## src/rtl/zfba_pkg.sv

```systemverilog
package zfba_pkg;

  // Block dimensions.
  localparam int unsigned ZONES           = 2;
  localparam int unsigned FRAMES_PER_ZONE = 1024;
  localparam int unsigned PAGE_BYTES      = 4096;
  localparam int unsigned PAGE_SHIFT      = $clog2(PAGE_BYTES);

  // Fixed field widths.
  localparam int unsigned ADDR_W     = 32;
  localparam int unsigned CNT_W      = 11;
  localparam int unsigned NF_W       = 11;
  localparam int unsigned OPC_W      = 2;
  localparam int unsigned ST_W       = 2;
  localparam int unsigned CFG_IDX_W  = 2;
  localparam int unsigned CFG_DATA_W = 32;

  // Bitmap organization: one word of frame bits per memory entry.
  localparam int unsigned WORD_BITS      = (FRAMES_PER_ZONE < 32) ? FRAMES_PER_ZONE : 32;
  localparam int unsigned BIT_AW         = $clog2(WORD_BITS);
  localparam int unsigned WORDS_PER_ZONE = FRAMES_PER_ZONE / WORD_BITS;
  localparam int unsigned WORD_AW        = (WORDS_PER_ZONE > 1) ? $clog2(WORDS_PER_ZONE) : 1;
  localparam int unsigned MEM_WORDS      = ZONES * WORDS_PER_ZONE;
  localparam int unsigned MEM_AW         = (MEM_WORDS > 1) ? $clog2(MEM_WORDS) : 1;
  localparam int unsigned ZONE_AW        = (ZONES > 1) ? $clog2(ZONES) : 1;
  localparam int unsigned FRAME_W        = $clog2(FRAMES_PER_ZONE);
  localparam int unsigned NFC_W          = FRAME_W + 1;
  localparam int unsigned RUN_W          = ((NFC_W > CNT_W) ? NFC_W : CNT_W) + 1;

  // Odd register indexes hold a frame count, even ones a base address.
  localparam logic CFG_SEL_FRAMES = 1'b1;

  typedef enum logic [OPC_W-1:0] {
    OP_ALLOC_ANY = 2'd0,
    OP_ALLOC_AT  = 2'd1,
    OP_FREE      = 2'd2
  } opcode_e;

  typedef enum logic [ST_W-1:0] {
    ST_DONE   = 2'd0,
    ST_FAIL   = 2'd1,
    ST_NOZONE = 2'd2
  } status_e;

  typedef enum logic [2:0] {
    S_IDLE,
    S_ZONE,
    S_SCAN,
    S_CHECK,
    S_MARK,
    S_RESP
  } state_e;

  // Commands from the controller to the datapath.
  typedef struct packed {
    logic load;
    logic zone_next;
    logic st_fail;
    logic scan_begin;
    logic range_at;
    logic range_free;
    logic step;
    logic scan_hit;
    logic check_ok;
    logic mark_step;
  } dp_cmd_t;

  // Status from the datapath to the controller.
  typedef struct packed {
    logic [OPC_W-1:0] op;
    logic             present;
    logic             holds;
    logic             fits;
    logic             cnt_zero;
    logic             zone_last;
    logic             scan_hit;
    logic             scan_end;
    logic             check_busy;
    logic             check_end;
    logic             mark_end;
  } dp_sts_t;

endpackage

```

## src/rtl/zfba_ctrl.sv

```systemverilog
module zfba_ctrl (
  input  logic              clk_i,
  input  logic              rst_ni,
  input  logic              start_i,
  input  zfba_pkg::dp_sts_t sts_i,
  output zfba_pkg::dp_cmd_t cmd_o,
  output logic              done_o,
  output logic              busy_o
);

  zfba_pkg::state_e state_q, state_d;

  always_ff @(posedge clk_i or negedge rst_ni) begin
    if (!rst_ni) begin
      state_q <= zfba_pkg::S_IDLE;
    end else begin
      state_q <= state_d;
    end
  end

  // Next state.
  always_comb begin
    state_d = state_q;
    case (state_q)
      zfba_pkg::S_IDLE: begin
        if (start_i) state_d = zfba_pkg::S_ZONE;
      end
      zfba_pkg::S_ZONE: begin
        case (sts_i.op)
          zfba_pkg::OP_ALLOC_ANY: begin
            if (!sts_i.present) state_d = zfba_pkg::S_RESP;
            else if (!sts_i.cnt_zero) state_d = zfba_pkg::S_SCAN;
            else if (sts_i.zone_last) state_d = zfba_pkg::S_RESP;
          end
          zfba_pkg::OP_ALLOC_AT: begin
            if (sts_i.holds && sts_i.fits) state_d = zfba_pkg::S_CHECK;
            else if (sts_i.zone_last) state_d = zfba_pkg::S_RESP;
          end
          zfba_pkg::OP_FREE: begin
            if (!sts_i.present) state_d = zfba_pkg::S_RESP;
            else if (sts_i.holds) begin
              state_d = sts_i.cnt_zero ? zfba_pkg::S_RESP : zfba_pkg::S_MARK;
            end else if (sts_i.zone_last) state_d = zfba_pkg::S_RESP;
          end
          default: state_d = zfba_pkg::S_RESP;
        endcase
      end
      zfba_pkg::S_SCAN: begin
        if (sts_i.scan_hit) state_d = zfba_pkg::S_MARK;
        else if (sts_i.scan_end) begin
          state_d = sts_i.zone_last ? zfba_pkg::S_RESP : zfba_pkg::S_ZONE;
        end
      end
      zfba_pkg::S_CHECK: begin
        if (sts_i.check_busy) begin
          state_d = sts_i.zone_last ? zfba_pkg::S_RESP : zfba_pkg::S_ZONE;
        end else if (sts_i.check_end) state_d = zfba_pkg::S_MARK;
      end
      zfba_pkg::S_MARK: begin
        if (sts_i.mark_end) state_d = zfba_pkg::S_RESP;
      end
      zfba_pkg::S_RESP: state_d = zfba_pkg::S_IDLE;
      default: state_d = zfba_pkg::S_IDLE;
    endcase
  end

  // Datapath commands.
  always_comb begin
    cmd_o = '0;
    case (state_q)
      zfba_pkg::S_IDLE: cmd_o.load = start_i;
      zfba_pkg::S_ZONE: begin
        case (sts_i.op)
          zfba_pkg::OP_ALLOC_ANY: begin
            if (sts_i.present) begin
              if (sts_i.cnt_zero) cmd_o.zone_next = !sts_i.zone_last;
              else cmd_o.scan_begin = 1'b1;
            end
          end
          zfba_pkg::OP_ALLOC_AT: begin
            if (!sts_i.holds) cmd_o.zone_next = !sts_i.zone_last;
            else begin
              cmd_o.st_fail = 1'b1;
              if (sts_i.fits) cmd_o.range_at = 1'b1;
              else cmd_o.zone_next = !sts_i.zone_last;
            end
          end
          zfba_pkg::OP_FREE: begin
            if (sts_i.present) begin
              if (sts_i.holds) cmd_o.range_free = 1'b1;
              else cmd_o.zone_next = !sts_i.zone_last;
            end
          end
          default: ;
        endcase
      end
      zfba_pkg::S_SCAN: begin
        if (sts_i.scan_hit) cmd_o.scan_hit = 1'b1;
        else if (sts_i.scan_end) cmd_o.zone_next = !sts_i.zone_last;
        else cmd_o.step = 1'b1;
      end
      zfba_pkg::S_CHECK: begin
        if (sts_i.check_busy) cmd_o.zone_next = !sts_i.zone_last;
        else if (sts_i.check_end) cmd_o.check_ok = 1'b1;
        else cmd_o.step = 1'b1;
      end
      zfba_pkg::S_MARK: cmd_o.mark_step = 1'b1;
      default: ;
    endcase
  end

  assign done_o = (state_q == zfba_pkg::S_RESP);
  assign busy_o = (state_q != zfba_pkg::S_IDLE);

  // The result strobe lasts one cycle and frees the block.
  a_resp_one: assert property (@(posedge clk_i) disable iff (!rst_ni)
    done_o |=> !busy_o)
    else $error("result strobe not followed by idle");

  // An accepted request always starts with a zone check.
  a_start_zone: assert property (@(posedge clk_i) disable iff (!rst_ni)
    (start_i && !busy_o) |=> (state_q == zfba_pkg::S_ZONE))
    else $error("accepted request did not enter the zone check");

endmodule

```

## config.mk

```make
export PLATFORM = sky130hd
export DESIGN_NAME = zfba_ctrl
export DESIGN_NICKNAME = d
export VERILOG_FILES = /design/src/rtl/zfba_pkg.sv /design/src/rtl/zfba_ctrl.sv
export SDC_FILE = /design/constraint.sdc
export NUM_CORES = 1
export LEC_CHECK = 0
export BUFFER_PORTS_ARGS = -buffer_cell sky130_fd_sc_hd__clkbuf_2
export CORE_AREA = 2 2 39 41
export CTS_CLUSTER_SIZE = 10
export DETAILED_ROUTE_END_ITERATION = 8
export DIE_AREA = 0 0 41 43
export PLACE_DENSITY = 0.67
export SKIP_LAST_GASP = 1
export SLEW_MARGIN = 20
export SYNTH_ARGS = -nofsm -noshare
export SYNTH_HDL_FRONTEND = slang
export SYNTH_SLANG_ARGS = --single-unit
```

## constraint.sdc

```tcl
create_clock -name clk_i -period 1.54 [get_ports clk_i]
set_input_delay 0.308 -clock clk_i [delete_from_list [all_inputs] [get_ports clk_i]]
set_output_delay 0.308 -clock clk_i [all_outputs]
set_load 0.01 [all_outputs]
```

# == Word level (Yosys, flattened, before mapping) ==
# Cells that the tools add are included.
# classes
n_eq_ne,11
mux,50
reduce_logical,6
# op_table
operator,n
2-to-1 mux 3 bit,13
2-to-1 mux 1 bit,31
case mux 3 bit (5 select lines),1
case mux 3 bit (3 select lines),1
"equality test 3 x 2 -> 1 bit, second input constant",2
"equality test 3 bit, second input constant",2
"!= test 3 bit, second input constant",2
case mux 1 bit (3 select lines),2
2-to-1 mux 4 bit,1
"!= test 2 bit, second input constant",2
AND reduction 4 bit,1
"equality test 3 x 1 -> 1 bit, second input constant",1
zero test 3 bit,1
nonzero test 3 bit,1
"equality test 2 x 1 -> 1 bit, second input constant",1
"equality test 2 bit, second input constant",1
zero test 2 bit,1
case mux 1 bit (2 select lines),1
logical AND 1 bit,1
zero test 1 bit,1
# totals
reg_bits,3
inputBits,15
output_inout_bits,12
word_cells,68

# == Logic depth before layout (Yosys ltp) ==
# Gate-level depths: netlist of run 1.
# depth
ltp_word,5
depth_mapped,5
ltp_nobuf,4

# == Worst setup path before layout of run 1 ==
# OpenSTA, ideal clock, no wires.
# synth_path
path_type,flip-flop to output port
from,register state_q[1]
to,output port cmd_o[5] in the netlist's numbering
setup_slack_ps,28
n_path_buf,1
stages_incl_launch_ff,6
arrival_time_ps,1204
required_time_ps,1232
cell_sequence,dfrtp_1 -> buf_4 -> nor2_1 -> nand2_1 -> nor3_2 -> and2_1
# synth_lines
item,line_no,source
"start, declared",zfba_ctrl.sv:11,"zfba_pkg::state_e state_q, state_d;"
"start signal, assigned",zfba_ctrl.sv:15,state_q <= zfba_pkg::S_IDLE;
"start signal, assigned",zfba_ctrl.sv:17,state_q <= state_d;
"end, declared",zfba_ctrl.sv:6,"output zfba_pkg::dp_cmd_t cmd_o,"

==> flow_metrics.py, run 1 <==
metrics = {
    "run_status": {
        "status": "complete, but fails checks",
        "violations": "setup timing",
    },
    "setup_path": {
        "required_ps": 1230,
        "cp.depth": 4,
        "crit_family": "simple AND/OR/NAND/NOR gates",
        "endpoint": "cmd_o[8]",
        "crit_fanout": 5,
        "worstPathCellList": "nand2b_4, or3_1, o31ai_1, buf_2",
        "r2r-end": "state_q[0]$_DFFE_PN0P_",
        "slowest_delay_ps": 430,
        "worstSetupPathType": "reg -> out",
        "slowest_stage": "dfrtp_2",
        "r2r_start": "state_q[2]$_DFFE_PN0P_",
        "r2r_cells": 7,
        "worstPathArrival_ps": 1450,
        "path_buf_inv": 1,
        "crit_path_start": "state_q[2]$_DFFE_PN0P_",
        "worst_setup_path_start_kind": "flop",
        "cp-end-kind": "output port",
        "rrSetupSlack_ps": -140,
    },
    "synthesis": {
        "synth_top_cell_area_share_pct": 15.7,
        "synthMostInstantiatedCell": "nor2_1",
        "ys_ff_latch": 3,
        "syn_area_um2": 477,
        "yosysUniqueCellTypes": 32,
        "synth_common_cells": "nor2_1 (8), nor2b_1 (5), nand2_1 (4), nor3_1 (4)",
        "yosysWarnings": 0,
        "ys.flop_type": "dfrtp_1",
        "syn_avg_cell_area_um2": 7.45,
        "synth_largest_area_cell": "dfrtp_1",
        "synthCells": 64,
        "async_flop_share_pct": 100,
        "synth_nets": 79,
        "synth_edf_count": 0,
        "synth_area_leaders": "dfrtp_1 (16%), nor3b_2 (7.9%), nor2b_1 (6.6%)",
        "yosysSeqAreaShare_pct": 15.7,
    },
    "finish": {
        "n_antenna_cell": 0,
        "drive_above_1_share_pct": 60.9,
        "top_regs": "state_q: 3 flops",
        "nets": 131,
        "utilization_pct": 64.6,
        "design_area_um2": 893,
        "regMostFlops": "state_q",
        "fill_cells": 122,
        "syn_to_final_growth_pct": 87.4,
        "largest_reg_flops": 3,
    },
    "floorplanning": {
        "rows": 14,
        "die_h_um": 43,
        "initial_core_util_pct": 34.4,
        "core-area_um2": 1380,
        "die_area_um2": 1760,
        "die_w_um": 41,
        "io-pin-count": 27,
    },
    "sta": {
        "whs_ps": 393,
        "fin_tns_setup_ps": -1590,
        "skew_ps": 6.81,
        "fin_crit_sh_pct": 114,
        "finalSetupViolCount": 14,
        "rsz0062_at_grt": "yes",
        "worst_slew_pin_slew_ps": 376,
        "fin_crit_ps": 1760,
        "hold_viol": 0,
        "finalMaxSlewViolations": 0,
        "slew_headroom_pct": 74.7,
        "fmax_mhz": 569,
        "setup_ws_ps": -218,
    },
    "cts": {
        "cts.reportedPaths.clkPinSlew_ps": 40,
        "root_buffer": "clkbuf_4",
        "cts_tree": "built",
        "clock-sinks": 3,
        "insertion_delay_ps": 250,
        "cts_max_level": 1,
        "cts_buffers": 3,
        "cts_buffer_depth": 2,
    },
    "placed_design": {
        "gp_congestion": 0.811,
        "port_buffers": 26,
        "place_hpwl_um": 1090,
        "place_area_um2": 667,
    },
    "route": {
        "first_pass_iters": 5,
        "drt-total-wl_um": 1850,
        "ant_nets": 0,
        "drcViolationCount": 0,
        "first_iter_violations": 13,
        "via_per_inst": 5.53,
        "vias": 725,
        "drt-wirelength-per-cell_um": 14.1,
    },
    "pwr": {
        "power.density_nw_per_um2": 1340,
        "vdd_drop_max_mv": 0.810,
        "leakagePower_nw": 0.435,
    },
    "global_routing": {
        "antenna_found_initial": 0,
        "grt_pass1_vias": 636,
        "grt_pass1_wl_um": 2680,
        "globalRouteTotalUtil_pct": 22.8,
        "grt_max_degree": 7,
        "grt_overflow_total": 0,
    },
    "min_path": {
        "hold_path_class": "in -> async",
    },
    "run": {
        "max-cap-violations": 0,
    },
}
## metal layers
metal	vias up	share of wire [%]	GRT usage, %
met3	6	6.2	3.14
met4	0	1.4	10.0
met5	-	0	0
met1	332	39	25.2
met2	42	53	40.0
li1	345	-	-
## repair_timing
item                                    CTS  global route
setup buffers                            12             2
resized for setup                        14            12
endpoints found under the setup margin   11            14
hold endpoints to repair                  3             0
pin swaps                                 6             2
hold buffers                              1             0
## layout by cell type (no fill, tap or decap), drive strengths merged
cell type	count
a2111oi	1
a21oi	2
a222oi	1
a22oi	2
a2bb2oi	1
a31oi	2
and2	2
and3	1
and3b	1
buf	30
clkbuf	24
dfrtp	3
dlygate4sd3	1
inv	1
nand2	4
nand2b	3
nor2	8
nor2b	5
nor3	5
nor3b	3
nor4	1
o211ai	2
o21a	1
o21ai	4
o22a	1
o2bb2ai	1
o31ai	1
o32ai	1
or2	1
or3	2
## final cells by class
| class | instances | area, um^2 | area share [%] |
|---|---|---|---|
| clock buffers | 4 | 26.3 | 2.94 |
| inverters | 1 | 3.75 | 0.420 |
| multi-input cells | 56 | 433 | 48.5 |
| flip-flops and latches | 3 | 78.8 | 8.82 |
| well taps | 16 | 20.0 | 2.24 |
| repair buffers | 51 | 332 | 37.1 |
## how the worst min path moves through the flow
stage / startpoint / to / depth (start not counted)
2_1_floorplan: rst_ni / state_q[0]$_DFFE_PN0P_ / 0
3_3_place_gp: rst_ni / state_q[1]$_DFFE_PN0P_ / 1
3_5_place_dp: rst_ni / state_q[1]$_DFFE_PN0P_ / 1
4_1_cts: sts_i[0] / state_q[0]$_DFFE_PN0P_ / 3
5_1_grt: rst_ni / state_q[2]$_DFFE_PN0P_ / 2
6_report: rst_ni / state_q[2]$_DFFE_PN0P_ / 2
## power breakdown
group	internal [mW]	leakage, nW	total, mW	switching, mW
Combinational	0.493	0.385	0.884	0.391
Sequential	0.113	0.0347	0.163	0.0502
Clock	0.0978	0.0150	0.149	0.0509
## through the flow
step / setup WS (ps) / power (mW) / cells
floorplan: 28.1 / 0.519 / 64
global placement: 24.1 / 0.672 / 112
detailed placement: 23.8 / 0.676 / 112
CTS: -180 / 1.08 / 129
global route: -252 / 1.26 / 131
finish: -218 / 1.20 / 131
## kinds of logic (layout without fill, tap and decap cells)
group	after synthesis	after routing	share of synthesized area (%)
and+or+nand+nor	36	36	45.1
DFF	3	3	15.7
AOI/OAI and AO/OA	20	20	31.0
buffers and inverters	5	56	8.13
Note: power is estimated with default switching activity, not from simulation.
==> run 2, diff against run 1 <==
--- a/config.mk
+++ b/config.mk
@@ -11,6 +11,7 @@
 export DETAILED_ROUTE_END_ITERATION = 8
 export DIE_AREA = 0 0 41 43
 export PLACE_DENSITY = 0.67
+export SETUP_SLACK_MARGIN = 0.3
 export SKIP_LAST_GASP = 1
 export SLEW_MARGIN = 20
 export SYNTH_ARGS = -nofsm -noshare
==> constraint.sdc (replaced) <==
create_clock -name clk_i -period 1.54 [get_ports clk_i]
set_input_delay 0.308 -clock clk_i [delete_from_list [all_inputs] [get_ports clk_i]]
set_output_delay 0.308 -clock clk_i [all_outputs]
set_load 0.005 [all_outputs]
==> flow_metrics.py, run 2 (synthesis gave the netlist of run 1 again) <==
metrics = {
    "min_path": {
        "hold_path_class": "in -> async",
    },
    "global_routing": {
        "globalRouteTotalUtil_pct": 21.7,
        "antenna_found_initial": 0,
        "grt_pass1_vias": 624,
        "grt_max_degree": 10,
        "grt_overflow_total": 0,
        "grt_pass1_wl_um": 2590,
    },
    "sta": {
        "setup_ws_ps": -211,
        "skew_ps": 15.2,
        "fin_crit_sh_pct": 114,
        "hold_viol": 0,
        "finalSetupViolCount": 12,
        "worst_slew_pin_slew_ps": 295,
        "rsz0062_at_grt": "yes",
        "finalMaxSlewViolations": 0,
        "slew_headroom_pct": 80.3,
        "fmax_mhz": 571,
        "fin_crit_ps": 1750,
        "whs_ps": 386,
    },
    "floorplanning": {
        "die_w_um": 41,
        "die_h_um": 43,
        "rows": 14,
        "initial_core_util_pct": 34.4,
        "die_area_um2": 1760,
        "core-area_um2": 1380,
        "io-pin-count": 27,
    },
    "placed_design": {
        "place_area_um2": 649,
        "post-place-ws_ps": 46.2,
        "place_hpwl_um": 1150,
        "post-place-cells": 107,
        "port_buffers": 26,
        "gp_congestion": 0.806,
    },
    "cts": {
        "cts_buffers": 3,
        "insertion_delay_ps": 260,
        "cts_tree": "built",
        "cts_buffer_depth": 2,
        "cts.reportedPaths.clkPinSlew_ps": 50,
        "cts_max_level": 1,
        "clock-sinks": 3,
        "root_buffer": "clkbuf_4",
    },
    "finish": {
        "nets": 127,
        "fin_cells": 127,
        "regMostFlops": "state_q",
        "syn_to_final_growth_pct": 89.8,
        "largest_reg_flops": 3,
        "top_regs": "state_q: 3 flops",
        "final_cell_mix": "clkbuf_2 (22), buf_4 (15), buf_6 (6), nor2b_1 (5), nor2_1 (4)",
        "final_common_cell": "clkbuf_2",
        "design_area_um2": 905,
        "n_antenna_cell": 0,
        "drive_above_1_share_pct": 63.1,
    },
    "route": {
        "drt-total-wl_um": 1870,
        "drcViolationCount": 0,
        "ant_nets": 0,
        "drt-wirelength-per-cell_um": 14.7,
        "vias": 700,
        "first_pass_iters": 4,
        "via_per_inst": 5.51,
        "first_iter_violations": 15,
    },
    "setup_path": {
        "worst_setup_path_start_kind": "flop",
        "worstSetupPathType": "reg -> out",
        "worstPathArrival_ps": 1440,
        "cp-end-kind": "output port",
        "required_ps": 1230,
        "crit_fanout": 4,
    },
    "run": {
        "max-cap-violations": 0,
    },
    "run_status": {
        "violations": "setup timing",
        "status": "complete, but fails checks",
    },
    "pwr": {
        "leakagePower_nw": 0.429,
        "power_mw": 1.16,
        "power.density_nw_per_um2": 1290,
        "vdd_drop_max_mv": 0.662,
    },
}
==> run 2: area by class of cell <==
| class | instances | area (um^2) |
|---|---|---|
| clock buffer | 4 | 26.3 |
| fill | 116 | 479 |
| inverter | 1 | 3.75 |
| multi-input combinational | 56 | 460 |
| sequential | 3 | 78.8 |
| tap | 16 | 20.0 |
| timing repair buffer | 47 | 315 |
==> run 2: critical path, cell delays in order, from the launching register on <==
cell and delay, ps:
dfrtp_2 430, nor2_2 130, a22oi_1 80, or3_1 310
o31ai_1 70, clkbuf_2 150
==> run 2: routing by layer <==
layer	track usage, %	vias up	share of wire [%]
li1	-	342	-
met1	23.0	322	40
met2	34.7	29	51
met3	7.33	7	5.8
met4	13.3	0	3.5
met5	0	-	0
==> run 2: through the flow <==
step / TNS (ps) / utilization [%]
after floorplan: 0 / -
after global placement: 0 / 46.9
after detailed placement: 0 / 46.9
after CTS: -1120 / 59.5
after global routing: -2080 / 65.4
final: -1290 / 65.4
==> run 2: path summary, 6_finish.rpt <==
kind	startpoint	end	slack (ps)	depth (start not counted)
min reg2reg	state_q[2]$_DFFE_PN0P_	state_q[1]$_DFFE_PN0P_	720	3
max	state_q[0]$_DFFE_PN0P_	cmd_o[8]	-210	5
max reg2reg	state_q[1]$_DFFE_PN0P_	state_q[0]$_DFFE_PN0P_	0	7
max in group asynchronous	rst_ni	state_q[2]$_DFFE_PN0P_	1000	2
min	rst_ni	state_q[1]$_DFFE_PN0P_	390	2
min in group clk_i	sts_i[0]	state_q[0]$_DFFE_PN0P_	390	3
==> run 2: power by group <==
part	internal, mW	switching [mW]	leakage, nW
Combinational	0.461	0.382	0.379
Clock	0.0986	0.0634	0.0150
Sequential	0.112	0.0471	0.0347
Total	0.672	0.492	0.429
==> run 2: repair_timing <==
item	in CTS	in global routing
setup buffers	11	4
resized for setup	13	14
pin swaps	9	9
endpoints found under the setup margin	14	14
hold buffers	1	0
endpoints found under the hold margin	3	0
==> run 3, diff against run 2 <==
--- a/config.mk
+++ b/config.mk
@@ -11,7 +11,6 @@
 export DETAILED_ROUTE_END_ITERATION = 8
 export DIE_AREA = 0 0 41 43
 export PLACE_DENSITY = 0.67
-export SETUP_SLACK_MARGIN = 0.3
 export SKIP_LAST_GASP = 1
 export SLEW_MARGIN = 20
 export SYNTH_ARGS = -nofsm -noshare
==> flow_metrics.py, run 3 (synthesis gave the netlist of run 1 again) <==
metrics = {
    "run_status": {
        "status": "complete, but fails checks",
        "violations": "setup timing",
    },
    "cts": {
        "cts_buffers": 3,
        "cts.reportedPaths.clkPinSlew_ps": 30,
        "clock-sinks": 3,
        "cts_max_level": 1,
        "root_buffer": "clkbuf_4",
        "cts_buffer_depth": 2,
        "insertion_delay_ps": 230,
        "cts_tree": "built",
    },
    "placed_design": {
        "post-place-cells": 109,
        "place_hpwl_um": 1070,
        "gp_congestion": 0.839,
        "port_buffers": 26,
        "post-place-ws_ps": 34.7,
        "place_area_um2": 644,
    },
    "sta": {
        "fin_tns_setup_ps": -1040,
        "rsz0062_at_grt": "yes",
        "fin_crit_sh_pct": 112,
        "fmax_mhz": 581,
        "setup_ws_ps": -180,
        "finalMaxSlewViolations": 0,
        "worst_slew_pin_slew_ps": 283,
        "skew_ps": 5.61,
        "whs_ps": 357,
        "hold_viol": 0,
        "slew_headroom_pct": 81.1,
        "fin_crit_ps": 1720,
        "finalSetupViolCount": 11,
    },
    "min_path": {
        "hold_path_class": "in -> reg",
        "hold_path_end": "state_q[1]$_DFFE_PN0P_",
        "min_from": "sts_i[11]",
        "whs_path_depth": 2,
    },
    "setup_path": {
        "slowest_delay_ps": 440,
        "required_ps": 1230,
        "rrSetupSlack_ps": -50,
        "r2r_start": "state_q[0]$_DFFE_PN0P_",
        "crit_fanout": 5,
        "worstPathCellList": "buf_4, or3_4, nor2_1, clkbuf_2",
        "worstPathArrival_ps": 1410,
        "slowest_stage": "dfrtp_2",
        "worstSetupPathType": "reg -> out",
        "cp-end-kind": "output port",
        "worst_setup_path_start_kind": "flop",
        "r2r-end": "state_q[2]$_DFFE_PN0P_",
        "r2r_cells": 8,
        "crit_path_start": "state_q[1]$_DFFE_PN0P_",
    },
    "finish": {
        "final_common_cell": "clkbuf_2",
        "fin_cells": 132,
        "design_area_um2": 905,
        "nets": 132,
        "n_antenna_cell": 0,
        "seq_area_um2": 78.8,
        "regMostFlops": "state_q",
        "final_cell_mix": "clkbuf_2 (24), buf_4 (20), nor2b_1 (5), buf_6 (5)",
        "largest_reg_flops": 3,
        "utilization_pct": 65.4,
        "drive_above_1_share_pct": 62.9,
        "top_regs": "state_q: 3 flops",
        "syn_to_final_growth_pct": 89.8,
        "fill_cells": 115,
        "multi_input_area_um2": 429,
    },
    "global_routing": {
        "grt_pass1_wl_um": 2700,
        "grt_pass1_vias": 660,
        "globalRouteTotalUtil_pct": 22.6,
        "grt_max_degree": 9,
        "grt_overflow_total": 0,
        "antenna_found_initial": 0,
    },
    "route": {
        "drt-wirelength-per-cell_um": 13.6,
        "via_per_inst": 5.32,
        "vias": 702,
        "ant_nets": 0,
        "drcViolationCount": 0,
        "first_iter_violations": 15,
        "drt-total-wl_um": 1790,
        "first_pass_iters": 4,
    },
    "floorplanning": {
        "die_h_um": 43,
        "initial_core_util_pct": 34.4,
        "core-area_um2": 1380,
        "io-pin-count": 27,
        "die_w_um": 41,
        "rows": 14,
        "die_area_um2": 1760,
    },
    "pwr": {
        "leakagePower_nw": 0.436,
        "vdd_drop_max_mv": 0.748,
        "power.density_nw_per_um2": 1340,
        "power_mw": 1.21,
    },
    "run": {
        "max-cap-violations": 0,
    },
}
run 3: cell type report:
cell class,instances,area share (%)
multi-input combinational,56,47.4
timing repair buffer,52,38.3
sequential,3,8.71
clock buffer,4,2.90
tap,16,2.21
inverter,1,0.415
run 3: how the worst max path moves through the flow:
stage / to / cells past startpoint
floorplan: cmd_o[5] / 5
global placement: cmd_o[8] / 5
detailed placement: cmd_o[8] / 5
CTS: cmd_o[8] / 4
global route: cmd_o[8] / 5
finish: cmd_o[9] / 4
run 3: routing by layer:
metal | wire [um] | vias to the layer above | global-route usage (%)
met1 | 700 | 323 | 23.5
met3 | 76 | 5 | 5.76
li1 | - | 345 | -
met5 | 0 | - | 0
met4 | 32 | 0 | 11.3
met2 | 979 | 29 | 38.8
run 3: repair_timing:
action                                  CTS  global route
gates cloned                              1             0
pin swaps                                11             3
resized for setup                        14            11
hold buffers                              1             0
endpoints found under the setup margin   11            13
setup buffers                            12             7
hold endpoints to repair                  3             0
run 3: worst max-delay path: cells and delay by family, from the launching register on:
kind                   cells  cell delay [ps]
and+or+nand+nor            2              460
DFF                        1              440
buffers and inverters      2              270
run 3: power breakdown:
part | switching, mW | internal, mW | total [mW]
logic | 0.380 | 0.532 | 0.911
registers | 0.0500 | 0.113 | 0.163
clock network | 0.0416 | 0.0972 | 0.139
total | 0.471 | 0.741 | 1.21
